===== src/tcvl_pkg.sv =====
// Shared types and constants of the triangle cull and vertex light core.
package tcvl_pkg;

    // controller phase codes, carried to the datapath in the command
    localparam logic [3:0] ST_IDLE  = 4'd0;
    localparam logic [3:0] ST_READ  = 4'd1;
    localparam logic [3:0] ST_DIFF  = 4'd2;
    localparam logic [3:0] ST_CROSS = 4'd3;
    localparam logic [3:0] ST_MAG   = 4'd4;
    localparam logic [3:0] ST_SQ    = 4'd5;
    localparam logic [3:0] ST_SQRT  = 4'd6;
    localparam logic [3:0] ST_DIV   = 4'd7;
    localparam logic [3:0] ST_SHADE = 4'd8;
    localparam logic [3:0] ST_LIGHT = 4'd9;
    localparam logic [3:0] ST_EMIT  = 4'd10;

    // configuration register indexes
    localparam logic [2:0] CFG_LIGHT_DIR = 3'd0;
    localparam logic [2:0] CFG_AMBIENT   = 3'd1;
    localparam logic [2:0] CFG_LDIFFUSE  = 3'd2;
    localparam logic [2:0] CFG_LSPECULAR = 3'd3;
    localparam logic [2:0] CFG_MDIFFUSE  = 3'd4;
    localparam logic [2:0] CFG_MSPECULAR = 3'd5;

    localparam logic [47:0] RST_LIGHT_DIR = 48'd49152;
    localparam logic [47:0] RST_ONES      = 48'd70369817935872;

    localparam int ONE_Q14 = 16384;

    localparam int SQRT_STEPS = 32;  // result bits of the square root
    localparam int DIV_STEPS  = 16;  // quotient bits of the normalize divide
    localparam int LIGHT_STEPS = 4;  // multiplies per color channel

    typedef struct packed {
        logic [3:0] op;     // current phase
        logic       load;   // write a vertex from the input beat
        logic       start;  // latch the indices of a draw beat
        logic [5:0] cnt;    // step inside the phase
        logic [1:0] comp;   // component or channel
        logic [1:0] vtx;    // vertex being lit
    } t_cmd;

    typedef struct packed {
        logic out_free;     // output register can take a result
    } t_stat;

endpackage


===== src/tcvl_ctrl.sv =====
// Controller state machine: sequences a draw through fetch, normal, shade and light.
module tcvl_ctrl (
    input  logic           i_clk,
    input  logic           i_rst_n,
    input  logic           i_in_valid,
    input  logic           i_opcode,
    output logic           o_in_ready,
    input  tcvl_pkg::t_stat i_stat,
    output tcvl_pkg::t_cmd  o_cmd
);

    logic [3:0] r_state, n_state;
    logic [5:0] r_cnt, n_cnt;
    logic [1:0] r_comp, n_comp;
    logic [1:0] r_vtx, n_vtx;
    logic       accept;

    assign o_in_ready = (r_state == tcvl_pkg::ST_IDLE);
    assign accept     = i_in_valid && o_in_ready;

    // drive command
    always_comb begin
        o_cmd       = '0;
        o_cmd.op    = r_state;
        o_cmd.cnt   = r_cnt;
        o_cmd.comp  = r_comp;
        o_cmd.vtx   = r_vtx;
        o_cmd.load  = accept && !i_opcode;
        o_cmd.start = accept && i_opcode;
    end

    // next state
    always_comb begin
        n_state = r_state;
        n_cnt   = r_cnt + 6'd1;
        n_comp  = r_comp;
        n_vtx   = r_vtx;
        case (r_state)
            tcvl_pkg::ST_IDLE: begin
                n_cnt  = '0;
                n_comp = '0;
                n_vtx  = '0;
                if (accept && i_opcode) begin
                    n_state = tcvl_pkg::ST_READ;
                end
            end
            tcvl_pkg::ST_READ: begin
                if (r_cnt == 6'd3) begin
                    n_state = tcvl_pkg::ST_DIFF;
                end
            end
            tcvl_pkg::ST_DIFF: begin
                n_cnt   = '0;
                n_state = tcvl_pkg::ST_CROSS;
            end
            tcvl_pkg::ST_CROSS: begin
                if (r_cnt == 6'd5) begin
                    n_state = tcvl_pkg::ST_MAG;
                end
            end
            tcvl_pkg::ST_MAG: begin
                n_cnt   = '0;
                n_state = tcvl_pkg::ST_SQ;
            end
            tcvl_pkg::ST_SQ: begin
                if (r_cnt == 6'd2) begin
                    n_cnt   = '0;
                    n_state = tcvl_pkg::ST_SQRT;
                end
            end
            tcvl_pkg::ST_SQRT: begin
                if (r_cnt == 6'(tcvl_pkg::SQRT_STEPS - 1)) begin
                    n_cnt   = '0;
                    n_comp  = '0;
                    n_state = tcvl_pkg::ST_DIV;
                end
            end
            tcvl_pkg::ST_DIV: begin
                if (r_cnt == 6'(tcvl_pkg::DIV_STEPS)) begin
                    n_cnt  = '0;
                    n_comp = r_comp + 2'd1;
                    if (r_comp == 2'd2) begin
                        n_state = tcvl_pkg::ST_SHADE;
                    end
                end
            end
            tcvl_pkg::ST_SHADE: begin
                if (r_cnt == 6'd2) begin
                    n_cnt   = '0;
                    n_comp  = '0;
                    n_vtx   = '0;
                    n_state = tcvl_pkg::ST_LIGHT;
                end
            end
            tcvl_pkg::ST_LIGHT: begin
                if (r_cnt == 6'(tcvl_pkg::LIGHT_STEPS - 1)) begin
                    n_cnt  = '0;
                    n_comp = r_comp + 2'd1;
                    if (r_comp == 2'd2) begin
                        n_comp  = '0;
                        n_state = tcvl_pkg::ST_EMIT;
                    end
                end
            end
            tcvl_pkg::ST_EMIT: begin
                n_cnt = '0;
                if (i_stat.out_free) begin
                    n_vtx   = r_vtx + 2'd1;
                    n_state = (r_vtx == 2'd2) ? tcvl_pkg::ST_IDLE : tcvl_pkg::ST_LIGHT;
                end
            end
            default: begin
                n_state = tcvl_pkg::ST_IDLE;
            end
        endcase
    end

    // advance
    always_ff @(posedge i_clk) begin
        if (!i_rst_n) begin
            r_state <= tcvl_pkg::ST_IDLE;
            r_cnt   <= '0;
            r_comp  <= '0;
            r_vtx   <= '0;
        end else begin
            r_state <= n_state;
            r_cnt   <= n_cnt;
            r_comp  <= n_comp;
            r_vtx   <= n_vtx;
        end
    end

endmodule


===== config.mk =====
export PLATFORM = sky130hd
export DESIGN_NAME = tcvl_ctrl
export DESIGN_NICKNAME = d
export VERILOG_FILES = /design/src/tcvl_pkg.sv /design/src/tcvl_ctrl.sv
export SDC_FILE = /design/constraint.sdc
export NUM_CORES = 1
export LEC_CHECK = 0
export ABC_CLOCK_PERIOD_IN_PS = 3300
export BUFFER_PORTS_ARGS = -buffer_cell sky130_fd_sc_hd__buf_2
export CAP_MARGIN = 10
export CORE_MARGIN = 5
export CORE_UTILIZATION = 55
export DETAILED_ROUTE_END_ITERATION = 10
export PLACE_DENSITY_LB_ADDON = 0.2
export SETUP_SLACK_MARGIN = 0.05
export SYNTH_ARGS = -nofsm -noshare
export SYNTH_HDL_FRONTEND = slang
export SYNTH_SLANG_ARGS = --single-unit

===== constraint.sdc =====
create_clock -name i_clk -period 3.3 [get_ports i_clk]
set_input_delay 0.165 -clock i_clk [delete_from_list [all_inputs] [get_ports i_clk]]
set_output_delay 0.165 -clock i_clk [all_outputs]
set_load 0.02 [all_outputs]

==> impl_metrics.toml, run 1 <==
[die]
core_um2 = 2170
rows = 17
die_area_um2 = 3284
die_x_um = 57.31
dieHeight_um = 57.31
io_pins = 22
start_util_pct = 56.75

[routing]
ant_nets = 0
vias = 1020
firstDrtPassIters = 4
viasPerCell = 5.795
routedWlPerCell_um = 14.98
routed_wl_mm = 2.637
drc_errors = 0
drt_iter0_markers = 19

[critical_path]
cp-start-kind = "flip-flop"
r2r_slack_ns = 1.20
reg2reg_from = "r_state[1]"
r2r_end = "r_state[1]"
worstRegToRegCells = 5
crit_arrival_ns = 2.28
critPathSlowestCell = "dfxtp_1"
worstPathRequired_ns = 3.47
crit_fanout = 18
crit_type = "flip-flop to flip-flop"
crit_chain = "nand4bb_1, o2bb2ai_1, a311oi_4, and4_4, a32o_1"
critPathCaptureType = "flip-flop"
cpPeakStageDelay_ns = 0.86

[clock_network]
cts_tree = "built"
root_buffer = "clkbuf_4"
cts_max_level = 1
clk_pin_slew_worst_paths_ns = 0.09
post-cts-setup-buffers = 0
ctsResizeCount = 0
cts_inserted_buffers = 3
clk_latency_ns = 0.28
ctsLongestPathBuffers = 2
cts_sinks = 14
ctsHoldBuffers = 0

[timing]
fin_crit_ns = 2.102
relSlewSlack_pct = 45.73
rsz0062_at_grt = "false"
worst_pin_slew_ns = 0.8129
tns_ns = 0
setup_viol = 0
fmaxAchievable_ghz = 0.4757
slew_violations = 0
hold_viol = 0
post-route-period-util_pct = 63.71
fin_skew_ns = 0.0008552

[placement]
gp_congestion = 0.8259
dp_hpwl_mm = 2.045
io_buffers = 21

[yosys]
synth.largest_area_cell = "dfxtp_1"
synthFlopType = "dfxtp_1"
synth_area_um2 = 1231
synth-seq-cells = 14
yosysUniqueCellTypes = 51
ys_seq_area_share_pct = 22.76
synth_area_leaders = "dfxtp_1, ha_1, nand2_1, buf_6, nor2_1"
async_reset_ff_share_pct = 0
synth.top_cell.area_share_pct = 22.76
syn_inst = 132
synth_edf_count = 0
yosysWarnings = 0
syn_area_per_cell_um2 = 9.327
syn_nets = 145
synth_common_cells = "nand2_1, dfxtp_1, nor2_1, inv_1, ha_1"
yosysMostFrequentCell = "nand2_1"

[cells_and_area]
diodes = 0
syn_to_final_growth_pct = 6.097
fillers = 216
layout.nets = 162
drive_above_1_share_pct = 30.41

[global_routing]
track_usage_pct = 16.71
grt_overflow = 0
antenna_found_initial = 0
grt_pass1_vias = 915
grt_max_degree = 21
grt_pass1_wl_mm = 4.353

[power]
peakVddDrop_mv = 0.4337
comb_power_share_pct = 52.8
p_per_area_nw_per_um2 = 666.4
p_leak_nw = 0.5484
p_int_uw = 469.2
netSwitchingPower_uw = 401.3
pwr-share-seq_pct = 33.0
clockPowerShare_pct = 14.1
power_uw = 870.4
switching_share_pct = 46.10

[flow_run]
max-cap-violations = 0

[hold_path]
min_to = "r_cnt[1]"
hp-class = "input pin to flip-flop"
whs_path_depth = 3
holdCritStartpoint = "i_rst_n"

[status]
outcome = "finished, final reports clean"
-- state kept, by name, indices dropped and copies added (netlist names) --
register	cells
r_vtx	2
r_comp	2
r_cnt	6
r_state	4
-- cells in the final DEF, fill, tap and decap left out, drive strengths merged, types with 2 or more instances in the layout --
cell type,synthesis,layout
inv,9,9
a21oi,4,4
dfxtp,14,14
and4,3,3
mux2i,4,4
a41oi,2,2
a31oi,2,2
nor2,12,12
buf,5,21
nor4,2,2
nand2,18,18
clkbuf,4,4
nor3,6,6
a211o,2,2
nand4b,2,2
xor2,2,2
xnor2,2,2
nand3,4,4
mux2,2,2
o21ai,2,2
ha,8,8
nor2b,2,2
a311oi,3,3
-- power by group through the flow --
stage | registers [mW] | logic [mW] | clock network, mW
2_1_floorplan | 0.255 | 0.421 | 0
3_3_place_gp | 0.287 | 0.449 | 0
3_5_place_dp | 0.293 | 0.463 | 0
4_1_cts | 0.288 | 0.464 | 0.129
5_1_grt | 0.298 | 0.501 | 0.142
6_report | 0.287 | 0.460 | 0.123
-- per-stage QoR --
step	hold slack, ns	setup WS (ns)	utilization, %	cell area (um2)	std cells
finish	0.1712	1.198	60.21	1306	176
detailed placement	0.4641	1.208	58.54	1270	172
CTS	0.1608	1.210	60.21	1306	176
global placement	0.4593	1.312	58.54	1270	172
global route	0.1597	1.071	60.21	1306	176
floorplan	0.2855	1.477	-	1231	132
-- critical path, delay by kind of cell, from the launching register on --
kind,cells,cell delay [ns]
flip-flops,1,0.86
AO/OA/AOI/OAI,3,0.64
AND/OR/NAND/NOR,2,0.50
-- logic make-up after synthesis --
kind of cell / after synthesis / synth area share (%)
flops: 14 / 22.76
xor+xnor: 4 / 2.846
compound gates: 26 / 20.84
simple gates: 56 / 29.37
fa+ha+maj: 8 / 8.130
buf+inv: 18 / 10.97
mux: 6 / 5.081
-- worst max-delay path by stage --
stage	from	endpoint	slack, ns	cells past startpoint
floorplan	r_state[1]	r_state[1]	1.48	6
global placement	r_state[0]	r_state[0]	1.31	5
detailed placement	r_state[1]	r_state[1]	1.21	5
CTS	r_state[1]	r_state[1]	1.21	5
global route	r_state[1]	r_state[3]	1.07	5
finish	r_state[1]	r_state[1]	1.20	5
-- per-layer routing --
| layer | global-route usage, % | up-vias | part of all wire, % |
|---|---|---|---|
| li1 | - | 509 | - |
| met1 | 20.84 | 474 | 42 |
| met2 | 28.55 | 31 | 49 |
| met3 | 3.846 | 6 | 6.5 |
| met4 | 4.967 | 0 | 1.7 |
| met5 | 0 | - | 0 |
-- final cells by class --
cell class	instances	area (um2)	share of cell area, %
Inverter	9	33.78	2.586
Timing Repair Buffer	21	105.1	8.046
Multi-Input combinational cell	100	815.8	62.45
Tap cell	28	35.03	2.682
Sequential cell	14	280.3	21.46
Clock buffer	4	36.28	2.778
No activity file was read; power rests on OpenSTA's default activity.
==> run 2: changes to the inputs <==
--- a/config.mk
+++ b/config.mk
@@ -5,11 +5,11 @@
 export SDC_FILE = /design/constraint.sdc
 export NUM_CORES = 1
 export LEC_CHECK = 0
-export ABC_CLOCK_PERIOD_IN_PS = 3300
+export ABC_CLOCK_PERIOD_IN_PS = 1900
 export BUFFER_PORTS_ARGS = -buffer_cell sky130_fd_sc_hd__buf_2
 export CAP_MARGIN = 10
 export CORE_MARGIN = 5
-export CORE_UTILIZATION = 55
+export CORE_UTILIZATION = 50
 export DETAILED_ROUTE_END_ITERATION = 10
 export PLACE_DENSITY_LB_ADDON = 0.2
 export SETUP_SLACK_MARGIN = 0.05
==> constraint.sdc (replaced) <==
create_clock -name i_clk -period 1.9 [get_ports i_clk]
set_input_delay 0.095 -clock i_clk [delete_from_list [all_inputs] [get_ports i_clk]]
set_output_delay 0.095 -clock i_clk [all_outputs]
set_load 0.02 [all_outputs]
==> run 2 against run 1 <==
  * Clock power rose by 80%
  * Global-route usage rose by 1.5 points
  * Count of clock-buffer cells in the layout did not move
  * Largest cell class unchanged
  * Combinational power rose by 110%
  * Non-clock buffer count rose by 10
  * Cell count rose by 7.4%
  * Wire length rose by 13%
  * Die area rose by 8.2%
  * Sequential power rose by 61%
==> impl_metrics.toml, run 2 (synthesis gave the netlist of run 1 again) <==
[hold_path]
hp-class = "input pin to flip-flop"

[flow_run]
max-cap-violations = 0

[global_routing]
grt_pass1_wl_mm = 4.988
grt_pass1_vias = 1076
track_usage_pct = 18.21
grt_overflow = 0
grt_max_degree = 14
antenna_found_initial = 0

[placement]
dp_hpwl_mm = 2.288
gp_congestion = 0.9685
io_buffers = 21

[critical_path]
critPathSlowestCell = "dfxtp_1"
r2r_slack_ns = 0.16
cp-start-kind = "flip-flop"
crit_fanout = 5
worstPathRequired_ns = 2.12
worstRegToRegCells = 6
critPathCaptureType = "flip-flop"
crit_chain = "inv_1, ha_1, and3b_4, a311oi_4, and4_4, mux2i_1"
crit_type = "flip-flop to flip-flop"
worstSetupEndpoint = "r_state[0]"
r2r_end = "r_state[0]"
reg2reg_from = "r_comp[0]"
crit_path_start = "r_comp[0]"
crit_arrival_ns = 1.96
cpPeakStageDelay_ns = 0.36

[die]
dieHeight_um = 59.62
start_util_pct = 51.09
io_pins = 22
die_x_um = 59.62
core_um2 = 2410
die_area_um2 = 3555
rows = 18

[timing]
fin_skew_ns = 0.002524
setup_viol = 0
relSlewSlack_pct = 69.72
slew_violations = 0
fin_crit_ns = 1.740
worst_pin_slew_ns = 0.4537
hold_viol = 0
rsz0062_at_grt = "false"
fmaxAchievable_ghz = 0.5746
post-route-period-util_pct = 91.60
tns_ns = 0

[power]
peakVddDrop_mv = 0.7064
p_leak_nw = 0.6019
power_mw = 1.644
p_per_area_nw_per_um2 = 1163

[clock_network]
cts_sinks = 14
cts_tree = "built"
cts_max_level = 1
ctsLongestPathBuffers = 2
cts_inserted_buffers = 3
clk_latency_ns = 0.29
ctsHoldBuffers = 0
root_buffer = "clkbuf_4"
clk_pin_slew_worst_paths_ns = 0.09

[cells_and_area]
reg_top3 = "r_cnt: 6 flops, r_state: 4 flops"
final_cell_mix = "buf_2, nand2_1, nor2_1, buf_4"
drive_above_1_share_pct = 39.62
largest_register_ffs = 6
fin_util_pct = 58.67
top_register = "r_cnt"
layout.nets = 173
syn_to_final_growth_pct = 14.84
layout_commonest_cell = "buf_2"
diodes = 0
fillers = 228

[routing]
viasPerCell = 5.741
drc_errors = 0
routedWlPerCell_um = 15.80
drt_iter0_markers = 30
ant_nets = 0
firstDrtPassIters = 4
routed_wl_mm = 2.986
vias = 1085

[status]
outcome = "finished, final reports clean"
==> run 2: cell types whose count changed in the layout (fill, tap and decap cells not counted) <==
cell and delta:
ha_1 -1, a21oi_2 +1, a221oi_2 -1, o2111a_2 +1, dfxtp_2 +5, a221oi_4 +1
ha_2 +1, buf_4 +10, o2111a_1 -1, dfxtp_1 -5
==> run 2: power breakdown <==
| part | internal [mW] | leakage (nW) | total [mW] | switching, mW |
|---|---|---|---|---|
| logic | 0.442 | 0.465 | 0.961 | 0.519 |
| clock network | 0.117 | 0.0210 | 0.221 | 0.105 |
| registers | 0.345 | 0.116 | 0.462 | 0.117 |
| total | 0.904 | 0.602 | 1.64 | 0.740 |
==> run 2: per-stage QoR <==
| stage | area, um2 | instances | hold slack [ns] | setup slack, ns |
|---|---|---|---|---|
| detailed placement | 1340 | 183 | 0.3949 | 0.1031 |
| global placement | 1340 | 183 | 0.3942 | 0.09769 |
| CTS | 1376 | 187 | 0.08932 | 0.08004 |
| global route | 1414 | 189 | 0.1026 | 0.02374 |
| floorplan | 1231 | 132 | 0.2155 | 0.07714 |
| finish | 1414 | 189 | 0.08357 | 0.1596 |
==> run 2: what timing repair did <==
item                       CTS  global route
resized for setup            0             8
setup endpoints to repair    0            13
setup buffers                0             1
==> run 2: worst min path at each step <==
stage / from / end / slack [ns] / cells after the start
CTS: i_rst_n / r_cnt[1] / 0.09 / 3
global placement: i_rst_n / r_cnt[1] / 0.39 / 3
finish: i_rst_n / r_cnt[1] / 0.08 / 3
floorplan: i_rst_n / r_cnt[1] / 0.22 / 2
detailed placement: i_rst_n / r_cnt[1] / 0.39 / 3
global route: i_rst_n / r_cnt[1] / 0.10 / 3
==> run 2: cell type report <==
| type | count | area [um2] | area share [%] |
|---|---|---|---|
| multi-input cells | 101 | 839.6 | 59.38 |
| clock buffers | 4 | 36.28 | 2.566 |
| repair buffers | 31 | 180.2 | 12.74 |
| flip-flops and latches | 14 | 286.5 | 20.27 |
| well taps | 30 | 37.54 | 2.655 |
| inverters | 9 | 33.78 | 2.389 |
==> run 2: worst max-delay path, delay by kind of cell (launching register included) <==
| family | cells | cell delay (ns) |
|---|---|---|
| buffers and inverters | 1 | 0.09 |
| and+or+nand+nor | 2 | 0.52 |
| AOI/OAI and AO/OA | 1 | 0.33 |
| muxes | 1 | 0.18 |
| DFF | 1 | 0.36 |
| adders and majority gates | 1 | 0.19 |
==> run 2: metal layers <==
layer  track usage (%)  up-vias  wire length (um)
met3             1.743        9               160
met5                 0        -                 0
li1                  -      538                 -
met1             22.57      504              1315
met2             31.20       34              1425
met4             8.861        0                85
